### src/hdl/width_selectable_integer_alu_defines.svh
// ----------------------------------------------------------------------------
// width_selectable_integer_alu_defines
// Assertion macros for the integer ALU; empty bodies for synthesis.
// ----------------------------------------------------------------------------
`ifndef WIDTH_SELECTABLE_INTEGER_ALU_DEFINES_SVH
`define WIDTH_SELECTABLE_INTEGER_ALU_DEFINES_SVH
`ifndef SYNTHESIS
// same-cycle implication
`define WSALU_ASSERT_IMPL(label, clk, rst_n, ante, cons) \
  label: assert property (@(posedge clk) disable iff (!rst_n) (ante) |-> (cons)) \
    else $error("wsalu: same-cycle check failed");
// next-cycle implication
`define WSALU_ASSERT_NEXT(label, clk, rst_n, ante, cons) \
  label: assert property (@(posedge clk) disable iff (!rst_n) (ante) |=> (cons)) \
    else $error("wsalu: next-cycle check failed");
`else
`define WSALU_ASSERT_IMPL(label, clk, rst_n, ante, cons)
`define WSALU_ASSERT_NEXT(label, clk, rst_n, ante, cons)
`endif
`endif

### src/hdl/wsalu_pkg.sv
// ----------------------------------------------------------------------------
// wsalu_pkg
// Types, codes and helper functions of the width-selectable integer ALU.
// ----------------------------------------------------------------------------
package wsalu_pkg;

  localparam int FULL_WIDTH = 32;
  localparam int CNT_W      = 6;   // holds FULL_WIDTH itself

  localparam logic [31:0] HI16_MASK = 32'hFFFF0000;
  localparam logic [31:0] HI24_MASK = 32'hFFFFFF00;
  localparam logic [31:0] LO16_MASK = 32'h0000FFFF;
  localparam logic [31:0] LO8_MASK  = 32'h000000FF;

  typedef enum logic [1:0] {
    WS_32 = 2'd0,
    WS_16 = 2'd1,
    WS_8  = 2'd2,
    WS_RSV = 2'd3
  } width_sel_t;

  typedef enum logic [0:0] {
    REG_WIDTH_SELECT = 1'b0,
    REG_SIGNED_MODE  = 1'b1
  } reg_idx_t;

  typedef enum logic [3:0] {
    OP_ADD  = 4'd0,
    OP_SUB  = 4'd1,
    OP_MUL  = 4'd2,
    OP_DIV  = 4'd3,
    OP_MOD  = 4'd4,
    OP_AND  = 4'd5,
    OP_OR   = 4'd6,
    OP_XOR  = 4'd7,
    OP_SHL  = 4'd8,
    OP_SHR  = 4'd9,
    OP_ROL  = 4'd10,
    OP_ROR  = 4'd11,
    OP_NOT  = 4'd12,
    OP_ABS  = 4'd13,
    OP_SQRT = 4'd14,
    OP_CONV = 4'd15
  } op_t;

  typedef struct packed {
    logic [3:0]  action;
    logic [31:0] accumulator_value;
    logic [31:0] entry_value;
  } in_t;

  typedef struct packed {
    logic [31:0] result;
    logic        divide_error;
  } out_t;

  // truncate to the word width, sign-extend in signed mode
  function automatic logic [31:0] fit_width(input logic [31:0] v, input logic [1:0] ws,
                                            input logic sgn);
    logic [31:0] r;
    r = v;
    case (width_sel_t'(ws))
      WS_16: begin
        r = v & LO16_MASK;
        if (sgn && v[15]) r = r | HI16_MASK;
      end
      WS_8: begin
        r = v & LO8_MASK;
        if (sgn && v[7]) r = r | HI24_MASK;
      end
      default: r = v;
    endcase
    return r;
  endfunction

  function automatic logic [31:0] width_mask(input logic [1:0] ws);
    logic [31:0] m;
    case (width_sel_t'(ws))
      WS_16:   m = LO16_MASK;
      WS_8:    m = LO8_MASK;
      default: m = '1;
    endcase
    return m;
  endfunction

  // rotate count modulo the word width
  function automatic logic [CNT_W-1:0] rot_count(input logic [31:0] b, input logic [1:0] ws);
    logic [CNT_W-1:0] n;
    case (width_sel_t'(ws))
      WS_16:   n = CNT_W'(b[3:0]);
      WS_8:    n = CNT_W'(b[2:0]);
      default: n = CNT_W'(b[4:0]);
    endcase
    return n;
  endfunction

  // one-bit rotate inside the word width; bits above the width stay zero
  function automatic logic [31:0] rot1(input logic [31:0] v, input logic [1:0] ws,
                                       input logic left);
    logic [31:0] r;
    case (width_sel_t'(ws))
      WS_16:   r = left ? {16'd0, v[14:0], v[15]} : {16'd0, v[0], v[15:1]};
      WS_8:    r = left ? {24'd0, v[6:0], v[7]}   : {24'd0, v[0], v[7:1]};
      default: r = left ? {v[30:0], v[31]}        : {v[0], v[31:1]};
    endcase
    return r;
  endfunction

endpackage

### src/hdl/width_selectable_integer_alu.sv
// ----------------------------------------------------------------------------
// width_selectable_integer_alu
// Integer ALU with selectable 8/16/32-bit word width and signed mode.
// ----------------------------------------------------------------------------
// Usage:
//   Input channel: present in_data with start high; the transaction is taken
//   at a clock edge where start is high and busy is low. busy stays high from
//   the cycle after acceptance until the result has been issued.
//   Result channel: out_valid is high for exactly one cycle with out_data;
//   the receiver cannot stall, so the result must be captured then.
//   Configuration: cfg_we writes cfg_wdata to the register at cfg_index
//   (0 word width, 1 signed mode); write only while busy is low.
// Operation: add, sub, logic, not, abs, convert, long shifts and divide by zero
//   are issued from S_RUN without stepping. Multiply, divide and modulo
//   step one bit per cycle through a shift-add/restoring-subtract loop.
//   Square root retires two radicand bits a cycle. Shifts and rotates move
//   one bit a cycle until the shift or rotate count runs out.
// Ordering: one transaction at a time; the next may start in the cycle
//   out_valid is high.
// Reset: rst_n (synchronous, active low) returns to idle, drops any
//   transaction in flight and clears both configuration registers.
// ----------------------------------------------------------------------------
`include "width_selectable_integer_alu_defines.svh"

module width_selectable_integer_alu
  import wsalu_pkg::*;
(
  input  logic       clk,
  input  logic       rst_n,
  input  logic       start,
  output logic       busy,
  input  in_t        in_data,
  output logic       out_valid,
  output out_t       out_data,
  input  logic       cfg_we,
  input  logic [0:0] cfg_index,
  input  logic [1:0] cfg_wdata
);

  typedef enum logic [1:0] {
    S_IDLE = 2'b01,
    S_RUN  = 2'b10
  } state_t;

  state_t           state_r, state_nxt;
  op_t              op_r, op_nxt;
  logic [CNT_W-1:0] cnt_r, cnt_nxt;
  logic [31:0]      x_r, x_nxt;      // shifting operand / quotient / rotate word
  logic [31:0]      y_r, y_nxt;      // multiplier or divisor
  logic [31:0]      z_r, z_nxt;      // product, root or direct result
  logic [31:0]      rem_r, rem_nxt;  // partial remainder
  logic             err_r, err_nxt;
  logic [1:0]       width_sel_r;
  logic             signed_mode_r;
  logic             out_valid_r, out_valid_nxt;
  out_t             out_data_r, out_data_nxt;

  logic        accept;
  logic [31:0] a_in, b_in;
  logic [32:0] div_trial;
  logic [33:0] sq_rem, sq_trial;
  logic [31:0] final_val;

  assign accept = start && (state_r == S_IDLE);
  assign a_in   = in_data.accumulator_value;
  assign b_in   = in_data.entry_value;

  assign div_trial = {rem_r, x_r[31]};
  assign sq_rem    = {rem_r, x_r[31:30]};
  assign sq_trial  = {z_r, 2'b01};

  always_comb begin
    case (op_r)
      OP_DIV, OP_SHL, OP_SHR, OP_ROL, OP_ROR: final_val = x_r;
      OP_MOD:                                 final_val = rem_r;
      default:                                final_val = z_r;
    endcase
  end

  always_comb begin
    state_nxt     = state_r;
    op_nxt        = op_r;
    cnt_nxt       = cnt_r;
    x_nxt         = x_r;
    y_nxt         = y_r;
    z_nxt         = z_r;
    rem_nxt       = rem_r;
    err_nxt       = err_r;
    out_valid_nxt = 1'b0;
    out_data_nxt  = out_data_r;

    if (accept) begin
      state_nxt = S_RUN;
      op_nxt    = op_t'(in_data.action);
      cnt_nxt   = '0;
      x_nxt     = a_in;
      y_nxt     = b_in;
      z_nxt     = '0;
      rem_nxt   = '0;
      err_nxt   = 1'b0;
      case (op_t'(in_data.action))
        OP_ADD: z_nxt = a_in + b_in;
        OP_SUB: z_nxt = a_in - b_in;
        OP_MUL: cnt_nxt = CNT_W'(FULL_WIDTH);
        OP_DIV, OP_MOD: begin
          if (b_in == '0) begin
            err_nxt = 1'b1;
            x_nxt   = '0;
          end else begin
            cnt_nxt = CNT_W'(FULL_WIDTH);
          end
        end
        OP_AND: z_nxt = a_in & b_in;
        OP_OR:  z_nxt = a_in | b_in;
        OP_XOR: z_nxt = a_in ^ b_in;
        OP_SHL, OP_SHR: begin
          if (b_in >= 32'(FULL_WIDTH)) x_nxt = '0;
          else                         cnt_nxt = CNT_W'(b_in[4:0]);
        end
        OP_ROL, OP_ROR: begin
          x_nxt   = a_in & width_mask(width_sel_r);
          cnt_nxt = rot_count(b_in, width_sel_r);
        end
        OP_NOT: z_nxt = ~b_in;
        OP_ABS: z_nxt = (signed_mode_r && b_in[31]) ? (32'd0 - b_in) : b_in;
        OP_SQRT: begin
          // signed mode passes negative values and zero unchanged
          if (signed_mode_r && (b_in[31] || (b_in == '0))) begin
            z_nxt = b_in;
          end else begin
            x_nxt   = b_in;
            cnt_nxt = CNT_W'(FULL_WIDTH / 2);
          end
        end
        default: z_nxt = b_in;
      endcase
    end else if (state_r == S_RUN) begin
      if (cnt_r == '0) begin
        // issue the transaction result and drop back to idle
        state_nxt                 = S_IDLE;
        out_valid_nxt             = 1'b1;
        out_data_nxt.result       = fit_width(final_val, width_sel_r, signed_mode_r);
        out_data_nxt.divide_error = err_r;
      end else begin
        cnt_nxt = cnt_r - CNT_W'(1);
        case (op_r)
          OP_MUL: begin
            if (y_r[0]) z_nxt = z_r + x_r;
            x_nxt = {x_r[30:0], 1'b0};
            y_nxt = {1'b0, y_r[31:1]};
          end
          OP_DIV, OP_MOD: begin
            if (div_trial >= {1'b0, y_r}) begin
              rem_nxt = 32'(div_trial - {1'b0, y_r});
              x_nxt   = {x_r[30:0], 1'b1};
            end else begin
              rem_nxt = div_trial[31:0];
              x_nxt   = {x_r[30:0], 1'b0};
            end
          end
          OP_SHL: x_nxt = {x_r[30:0], 1'b0};
          OP_SHR: x_nxt = {1'b0, x_r[31:1]};
          OP_ROL: x_nxt = rot1(x_r, width_sel_r, 1'b1);
          OP_ROR: x_nxt = rot1(x_r, width_sel_r, 1'b0);
          OP_SQRT: begin
            x_nxt = {x_r[29:0], 2'b00};
            if (sq_rem >= sq_trial) begin
              rem_nxt = 32'(sq_rem - sq_trial);
              z_nxt   = {z_r[30:0], 1'b1};
            end else begin
              rem_nxt = sq_rem[31:0];
              z_nxt   = {z_r[30:0], 1'b0};
            end
          end
          default: cnt_nxt = '0;
        endcase
      end
    end
  end

  always_ff @(posedge clk) begin
    if (!rst_n) begin
      state_r       <= S_IDLE;
      out_valid_r   <= 1'b0;
      width_sel_r   <= '0;
      signed_mode_r <= 1'b0;
      cnt_r         <= '0;
      op_r          <= OP_ADD;
      err_r         <= 1'b0;
    end else begin
      state_r     <= state_nxt;
      out_valid_r <= out_valid_nxt;
      cnt_r       <= cnt_nxt;
      op_r        <= op_nxt;
      err_r       <= err_nxt;
      if (cfg_we) begin
        case (reg_idx_t'(cfg_index))
          REG_WIDTH_SELECT: width_sel_r   <= cfg_wdata;
          REG_SIGNED_MODE:  signed_mode_r <= cfg_wdata[0];
          default: ;
        endcase
      end
    end
  end

  always_ff @(posedge clk) begin
    x_r        <= x_nxt;
    y_r        <= y_nxt;
    z_r        <= z_nxt;
    rem_r      <= rem_nxt;
    out_data_r <= out_data_nxt;
  end

  assign busy      = (state_r != S_IDLE);
  assign out_valid = out_valid_r;
  assign out_data  = out_data_r;

  `WSALU_ASSERT_NEXT(a_accept_busy, clk, rst_n, accept, busy)
  `WSALU_ASSERT_IMPL(a_result_when_idle, clk, rst_n, out_valid, !busy)
  `WSALU_ASSERT_IMPL(a_err_only_divide, clk, rst_n, out_valid && out_data.divide_error,
                     (op_r == OP_DIV) || (op_r == OP_MOD))
  `WSALU_ASSERT_IMPL(a_count_bound, clk, rst_n, state_r == S_RUN,
                     cnt_r <= CNT_W'(FULL_WIDTH))
  `WSALU_ASSERT_NEXT(a_one_result, clk, rst_n, out_valid, !out_valid)

endmodule

### config.mk
export PLATFORM = sky130hd
export DESIGN_NAME = width_selectable_integer_alu
export DESIGN_NICKNAME = d
export VERILOG_FILES = /design/src/hdl/wsalu_pkg.sv /design/src/hdl/width_selectable_integer_alu.sv
export VERILOG_INCLUDE_DIRS = /design/src /design/src/hdl
export SDC_FILE = /design/constraint.sdc
export NUM_CORES = 1
export LEC_CHECK = 0
export BUFFER_PORTS_ARGS = -buffer_cell sky130_fd_sc_hd__buf_2
export CORE_MARGIN = 2
export CORE_UTILIZATION = 51
export DETAILED_ROUTE_END_ITERATION = 8
export PLACE_DENSITY = 0.74
export SLEW_MARGIN = 0
export SYNTH_ARGS = -nofsm -noshare
export SYNTH_HDL_FRONTEND = slang
export SYNTH_SLANG_ARGS = --single-unit
### constraint.sdc
create_clock -name clk -period 12.6 [get_ports clk]
set_clock_uncertainty 0.2 [all_clocks]
set_input_delay 1.26 -clock clk [delete_from_list [all_inputs] [get_ports clk]]
set_output_delay 1.26 -clock clk [all_outputs]
set_load 0.01 [all_outputs]
=== Word-level counts from Yosys, hierarchy flattened ===
Cells that the tools add are included.
W data, S select, Z words.

* Output and inout port bits: 35
* Bits of input ports: 75
* Register bits after elaboration: 178

* Eq/ne operators: 29
* Bitwise gates (word level): 10
* $add $sub $neg: 7
* Multiplexer cells: 49
* Order comparisons: 3
* Reductions and logical operators: 33

{| class="wikitable"
|+ Operators with widths
! operator !! count
|-
| $mux W32 || 22
|-
| $pmux W32 S2 || 7
|-
| $pmux W32 S9 || 1
|-
| $pmux W32 S6 || 1
|-
| $pmux W32 S4 || 1
|-
| $sub A32 B32 Y32 || 3
|-
| $add A32 B32 Y32 || 2
|-
| $and A32 B32 Y32 || 2
|-
| $eq A4 B4 Y1 const B || 12
|-
| $ge A34 B34 Y1 || 1
|-
| $ge A33 B32 Y1 || 1
|-
| $ge A32 B6 Y1 const B || 1
|-
| $logic_not A32 Y1 || 1
|-
| $not A32 Y32 || 1
|-
| $or A32 B32 Y32 || 1
|-
| $sub A1 B32 Y32 const A || 1
|-
| $xor A32 B32 Y32 || 1
|-
| $mux W6 || 5
|-
| $pmux W6 S5 || 1
|-
| $eq A4 B3 Y1 const B || 5
|-
| $eq A4 B2 Y1 const B || 4
|-
| $reduce_and A3 Y1 || 4
|-
| $mux W5 || 2
|-
| $pmux W5 S2 || 1
|-
| 24 further kinds || 50
|}

=== Logic depth before layout (Yosys ltp) ===
Gate-level depths: netlist of run 1.

* Word-level depth: 7
* Mapped depth: 19
* Depth with buffers taken out: 17

=== Least setup slack after synthesis of run 1 ===
Ideal clock, no wire load.

* Path type: input to register
* From: input in_data[67] (netlist bit)
* To: register z_r[25] (data pin)
* Buffers on the path: 4
* Setup time: 269 ps
* Arrival: 5156 ps
* Stages on the path: 18
* Path slack: 6975 ps
* Cell sequence: clkbuf_1 clkbuf_1 nor3_1 and2_0 clkbuf_1 clkbuf_1 nor2_1 xnor2_1 ha_1 o21a_1 o31a_1 o311ai_0 nand2_1 a311oi_1 o21ai_0 xor2_1 a221oi_1 o21ai_0

* Longest elaborated chain between the ends: 4
* Elaborated cells between the ends (all ways): 18
* Those cells by class: 14 x eq/ne; 2 x mux; 2 x reduce/logical

{| class="wikitable"
|+ Ends and longest elaborated chain
! what !! line !! source
|-
| start, declared || width_selectable_integer_alu.sv:32 || <nowiki>input in_t in_data,</nowiki>
|-
| $eq A4 B4 Y1 (tied with other cells) || width_selectable_integer_alu.sv:101 || <nowiki>case (op_t'(in_data.action))</nowiki>
|-
| $reduce_or A7 Y1 (no line) || -- ||
|-
| $pmux W32 S9 * || width_selectable_integer_alu.sv:101 ||
|-
| $mux W32 * || width_selectable_integer_alu.sv:92 || <nowiki>if (accept) begin</nowiki>
|-
| named net z_nxt[25] || width_selectable_integer_alu.sv:50 || <nowiki>logic [31:0] z_r, z_nxt;</nowiki>
|-
| end signal, assigned || width_selectable_integer_alu.sv:209 || <nowiki>z_r <= z_nxt;</nowiki>
|-
| end, declared || width_selectable_integer_alu.sv:50 ||
|}

Mark *: on every way through the listed nets, which the timed path passes. The rest lies on a longest branch.
A chain may end at the register's enable or synchronous reset.

=== Final worst setup path of run 1 ===
* From: input in_data[0] (netlist bit)
* To: register z_r[25] (data pin)

* Longest elaborated chain between the ends: 6
* Elaborated cells between the ends (all ways): 10
* Those cells by class: 3 x add/sub; 4 x mux; 3 x reduce/logical

{| class="wikitable"
|+ Ends and longest elaborated chain
! what !! line
|-
| branches (longest 4 deep; another with $sub A1 B32 Y32) || --
|-
| $pmux W32 S9 * || width_selectable_integer_alu.sv:101
|-
| $mux W32 * || width_selectable_integer_alu.sv:92
|-
| named net z_nxt[25] || width_selectable_integer_alu.sv:50
|}

Mark *: on every way through the listed nets, which the timed path passes.

==> flow_metrics.tcl, run 1 <==
set metrics [dict create \
    outcome "completed" \
    drt-total-wl_um 75800 \
    grt_usage_pct 36.4 \
    core-area_mm2 0.0388 \
    crit_slowest_cell "a311oi_1" \
    crit_start "in_data[0]" \
    drv_slew 0 \
    pre_cts_ws_ns 6.12 \
    cts_inserted_buffers 17 \
    grt_pass1_wl_um 116000 \
    drtAntennaViolNets 0 \
    fillCellCount 3624 \
    nets 2880 \
    ir_worst_vdd_mv 0.106 \
    rr_startpoint "x_r[31]" \
    crit_path_end_kind "register" \
    vias 21192 \
    drive_gt1_share_pct 9.09 \
    slowest_delay_ns 0.88 \
    wire_per_inst_um 24.2 \
    synth_nets 2880 \
    via_per_inst 6.76 \
    hp-start "cnt_r[4]" \
    gp_congestion 1.02 \
    start_util_pct 51.9 \
    p_sw_share_pct 42.4 \
    synth_ff_type "edfxtp_1" \
    ys_ff_latch 178 \
    pwr-share-comb_pct 44.4 \
    r2r-end "rem_r[26]" \
    criticalPathCategory "in2reg" \
    hp-class "reg2reg" \
    cts_tree "done" \
    p_clk_share_pct 21.8 \
    cts_htree_levels 4 \
    crit_chain "buf_2, inv_1, ha_1, nand3_1, or4_1, or3_1, nand2_1, xnor2_1, ha_1, and2_1, o311ai_0, nand2_1, a311oi_1, o21ai_0, xor2_1, a221oi_1, o21ai_0" \
    period_minus_slack_ns 6.11 \
    drt-initial-drc-count 2792 \
    fin_crit_sh_pct 48.5 \
    fp.dieArea_mm2 0.0412 \
    maxCapViolCount 0 \
    slew_headroom_pct 24.9 \
    hold_buffers 0 \
    drc_errors 0 \
    ys_async_sr_fraction_pct 0 \
    hold_path_end "cnt_r[4]" \
    grt_pass1_vias 19586 \
    ys_types 86 \
    row_count 72 \
    clk_path_buf_depth 2 \
    port_buffers 109 \
    synth-edff-count 129 \
    clk_latency_ns 0.47 \
    crit_fanout 12 \
    antenna_cells 0 \
    antenna_found_initial 1 \
    synth_seq_area_share_pct 24.1 \
    power_switching_uw 1020 \
    finalSetupViolations 0 \
    cp.required_ns 12.60 \
    tns_ns 0 \
    worstPathArrival_ns 6.10 \
    syn_area_mm2 0.0202 \
    leakage_uw 0.00909 \
    max_freq_ghz 0.164 \
    ys_warn_count 0 \
    fp.dieH_um 203 \
    p_per_area_mw_per_mm2 111 \
    placed_cell_area_mm2 0.0211 \
    die_x_um 203 \
    rsz0062_at_grt "no" \
    final-hold-violation-count 0 \
    worstHoldPathCells 2 \
    io_pins 110 \
    post_cts_buffers 0 \
    cp-start-kind "primary input" \
    power.internal_uw 1380 \
    overflow 0 \
    clock-root-buffer "clkbuf_16" \
    clkTransAtPathRegs_ns 0.07 \
    dpl.hpwl_um 57800 \
    grt_start_max_net_pins 71 \
    ff2ff_setup_slack_ns 8.06 \
    syn_inst 2604 \
    cts_resized 0 \
    firstDrtPassIters 6 \
    layout_setup_ws_ns 6.49 \
    syn_to_final_growth_pct 7.17 \
    worst_pin_slew_ns 1.12 \
    ff2ff_path_depth 12 \
    p_seq_share_pct 33.9 \
    cts.sink_count 178 \
    utilization_pct 55.7 \
    syn_avg_cell_area_um2 7.75 \
    finalInstanceArea_mm2 0.0216 \
    hold_slack_ns 0.315 \
]
critical path, delay by kind of cell:
kind	cells	cell delay, ns
and+or+nand+nor	6	2.02
AOI/OAI and AO/OA	5	1.67
adders and majority gates	2	0.57
xor gates and xnor gates	2	0.31
buffers and inverters	2	0.26
per-stage QoR:
step,std cells,total power [uW]
final,3135,2400
after global routing,3135,2530
after CTS,3134,2370
after global placement,3102,1830
after detailed placement,3102,1840
after floorplan,2604,1530
state kept, by name, indices dropped and copies added (netlist names):
name	cells
cnt_r	6
err_r	1
op_r	4
out_data	33
out_valid	1
rem_r	32
signed_mode_r	1
state_r	2
width_sel_r	2
x_r	32
y_r	32
z_r	32
layer usage:
layer  global-route usage (%)  wire length, um  share of wire, %  up-vias
met5                        0                0                 0        -
met3                     4.78             8410                11      121
met2                     55.4            32800                43     1260
li1                         -                -                 -     9764
met1                     52.9            32300                43    10047
met4                     12.6             2320               3.1        0
final cells by class:
type,count,area (um2),share of cell area (%)
clock buffers,18,429,1.99
clock inverters,14,118,0.544
inverters,166,623,2.88
multi-input cells,2102,14200,65.6
flip-flops and latches,178,4850,22.5
well taps,518,648,3.00
repair buffers,139,767,3.55
power groups by stage:
| stage | Sequential, uW | Clock, uW | Combinational (uW) |
|---|---|---|---|
| CTS | 807 | 529 | 1030 |
| detailed placement | 820 | 0 | 1020 |
| global placement | 819 | 0 | 1010 |
| finish | 813 | 523 | 1070 |
| floorplan | 783 | 0 | 746 |
| global route | 817 | 547 | 1160 |
cell usage after synthesis, drive strengths merged, types with 20 or more instances:
| cell | count | area share (%) |
|---|---|---|
| a211oi | 48 | 1.8 |
| inv | 165 | 3.1 |
| nand4 | 25 | 0.78 |
| clkbuf | 138 | 2.6 |
| edfxtp | 129 | 19 |
| nand2b | 30 | 0.93 |
| o211ai | 43 | 1.6 |
| a22oi | 42 | 1.6 |
| nand2 | 290 | 5.4 |
| o21ai | 204 | 5.1 |
| dfxtp | 49 | 4.9 |
| or3 | 22 | 0.71 |
| nor3 | 47 | 1.2 |
| a21o | 64 | 2.4 |
| mux2i | 21 | 1.0 |
| nor2 | 172 | 3.2 |
| xnor2 | 79 | 3.4 |
| buf | 20 | 0.51 |
| o21a | 22 | 0.82 |
| a221oi | 80 | 3.9 |
| a21oi | 234 | 5.8 |
| nand3 | 80 | 2.0 |
| and3 | 22 | 0.68 |
| nor2b | 25 | 0.78 |
| a31oi | 35 | 1.1 |
| xor2 | 35 | 1.5 |
| ha | 198 | 12 |
worst max path at each step:
stage               endpoint  slack, ns  depth (start not counted)
detailed placement   z_r[25]       6.12                         17
finish               z_r[25]       6.49                         17
global placement     z_r[25]       6.22                         17
floorplan            z_r[25]       6.97                         18
global route         z_r[31]       6.25                         17
CTS                  z_r[25]       6.61                         17
layout by cell type (no fill, tap or decap), types with 42 or more instances in the layout:
master	count
nor2_1	165
edfxtp_1	129
a21o_1	64
nand3_1	80
a211oi_1	48
xnor2_1	79
nor3_1	46
dfxtp_1	49
a21oi_1	232
ha_1	198
a22oi_1	42
buf_2	109
a221oi_1	67
o21ai_0	199
nand2_1	290
o211ai_1	43
inv_1	165
cells by family (layout without fill, tap and decap cells):
family / Yosys count / in the layout / share of synthesized area, %
buf+inv: 324 / 337 / 6.17
compound gates: 971 / 971 / 32.4
fa+ha+maj: 202 / 202 / 12.6
flops: 178 / 178 / 24.1
simple gates: 787 / 787 / 18.4
xor+xnor: 114 / 114 / 4.95
mux: 28 / 28 / 1.43
(Power assumes the default switching activity.)
==> run 2: changes to the inputs <==
PLACE_DENSITY = 0.77   (was 0.74)
clock period = 5.09 ns   (was 12.6 ns; I/O delays follow)
==> run 2 against run 1 <==
Via count up 1.9%. Sequential share of layout area fell by 0.28 points. Clock power increased to 2.6 times the previous value. Sequential power is 150% higher. Utilization increased by 0.70 points. Worst setup slack worse by 6.1 ns. Combinational power grew 150%. Final area increased by 1.3%. Critical endpoint is now z_r[28]. Largest cell class unchanged. Largest power group unchanged.
==> flow_metrics.tcl, run 2 (synthesis results as in run 1) <==
set metrics [dict create \
    max_freq_ghz 0.212 \
    hp-class "in2reg" \
    antenna_found_initial 0 \
    hold_buffers 0 \
    placed_cell_area_mm2 0.0213 \
    slew_headroom_pct 13.8 \
    power_switching_uw 2540 \
    fp.dieH_um 203 \
    leakage_uw 0.00927 \
    cts_htree_levels 4 \
    power_uw 6040 \
    final_cell_mix "290 x nand2_1, 233 x a21oi_1, 199 x o21ai_0, 198 x ha_1" \
    start_util_pct 51.9 \
    power.internal_uw 3500 \
    clock-root-buffer "clkbuf_16" \
    p_clk_share_pct 22.2 \
    pwr-share-comb_pct 44.2 \
    cts_resized 0 \
    io_pins 110 \
    clkTransAtPathRegs_ns 0.08 \
    finalSetupViolations 0 \
    grt_usage_pct 36.2 \
    clk_latency_ns 0.48 \
    ir_worst_vdd_mv 0.257 \
    largest_reg_flops 33 \
    clk_path_buf_depth 2 \
    cp.required_ns 5.09 \
    crit_path_end_kind "register" \
    ff2ff_path_depth 10 \
    criticalPathCategory "in2reg" \
    final-hold-violation-count 0 \
    p_per_area_mw_per_mm2 276 \
    via_per_inst 6.82 \
    core-area_mm2 0.0388 \
    tns_ns 0 \
    dpl.hpwl_um 58100 \
    drt-initial-drc-count 3214 \
    antenna_cells 0 \
    drc_errors 0 \
    drt-total-wl_um 75700 \
    fillCellCount 3639 \
    cts_inserted_buffers 17 \
    grt_pass1_vias 19841 \
    overflow 0 \
    port_buffers 109 \
    worstPathArrival_ns 4.70 \
    crit_fanout 9 \
    outcome "completed" \
    multi_input_area_mm2 0.0142 \
    drtAntennaViolNets 0 \
    fin_crit_sh_pct 92.5 \
    vias 21587 \
    firstDrtPassIters 9 \
    row_count 72 \
    nets 2910 \
    grt_start_max_net_pins 80 \
    die_x_um 203 \
    finalInstanceArea_mm2 0.0219 \
    gp_congestion 1.06 \
    seq_area_mm2 0.00485 \
    period_minus_slack_ns 4.71 \
    worstHoldPathCells 3 \
    final_common_cell "nand2_1" \
    cts_tree "done" \
    maxCapViolCount 0 \
    rsz0062_at_grt "no" \
    drv_slew 0 \
    p_sw_share_pct 42.0 \
    post_cts_buffers 0 \
    utilization_pct 56.4 \
    cts.sink_count 178 \
    drive_gt1_share_pct 10.1 \
    worst_pin_slew_ns 1.26 \
    wire_per_inst_um 23.9 \
    p_seq_share_pct 33.6 \
    grt_pass1_wl_um 116000 \
    cp-start-kind "primary input" \
    syn_to_final_growth_pct 8.51 \
    fp.dieArea_mm2 0.0412 \
]
-- run 2: cell types whose count changed in the layout (fill, tap and decap cells not counted), moves of 2 or more --
cell,change
clkinv_4,+3
nor2_4,-3
buf_12,+3
buf_4,+28
clkbuf_16,+2
inv_6,-3
nor2_2,+3
inv_8,-3
clkinvlp_4,-3
-- run 2: per-stage QoR --
step	setup slack, ns	hold slack, ns	std cells
floorplan	0.207	0.209	2604
global placement	0.0612	0.272	3133
detailed placement	0.0160	0.296	3133
CTS	0.509	0.105	3165
global route	0.226	0.118	3165
finish	0.384	0.112	3165
-- run 2: layer usage --
layer / track usage (%) / up-vias / routed length [um]
met3: 6.71 / 182 / 8850
met1: 51.3 / 10151 / 31700
met5: 0 / - / 0
met4: 13.7 / 0 / 2730
li1: - / 9820 / -
met2: 54.5 / 1434 / 32400
-- run 2: layout make-up --
type	count	share of cell area [%]
Timing Repair Buffer	169	4.72
Inverter	166	2.85
Multi-Input combinational cell	2102	64.7
Clock buffer	23	2.29
Tap cell	518	2.96
Sequential cell	178	22.2
Clock inverter	9	0.314
-- run 2: path summary, 6_finish.rpt --
kind	from	slack, ns	to
setup / recovery	in_data[13]	0.38	z_r[28]
hold / removal	cfg_wdata[1]	0.11	width_sel_r[1]
setup reg to reg	x_r[19]	0.63	z_r[31]
hold reg to reg	cnt_r[4]	0.31	cnt_r[4]
-- run 2: worst max-delay path: stages --
cell       delay [ns]
buf_2            0.17
or4_1            0.57
nand4b_4         0.28
nand2b_1         0.24
nor2_1           0.18
buf_4            0.16
nand2_1          0.07
nand2_1          0.08
xnor2_1          0.15
ha_1             0.35
a21o_1           0.22
a21oi_1          0.19
o21bai_1         0.08
a2111oi_0        0.59
o21ai_0          0.21
a21oi_1          0.31
mux2i_1          0.12
a21oi_1          0.15
a21oi_1          0.06
-- run 2: power groups by stage --
stage	Clock, uW	Sequential, uW	Combinational, uW
2_1_floorplan	0	1940	1850
3_3_place_gp	0	2040	2510
3_5_place_dp	0	2040	2550
4_1_cts	1330	2010	2570
5_1_grt	1390	2030	2900
6_report	1340	2030	2670
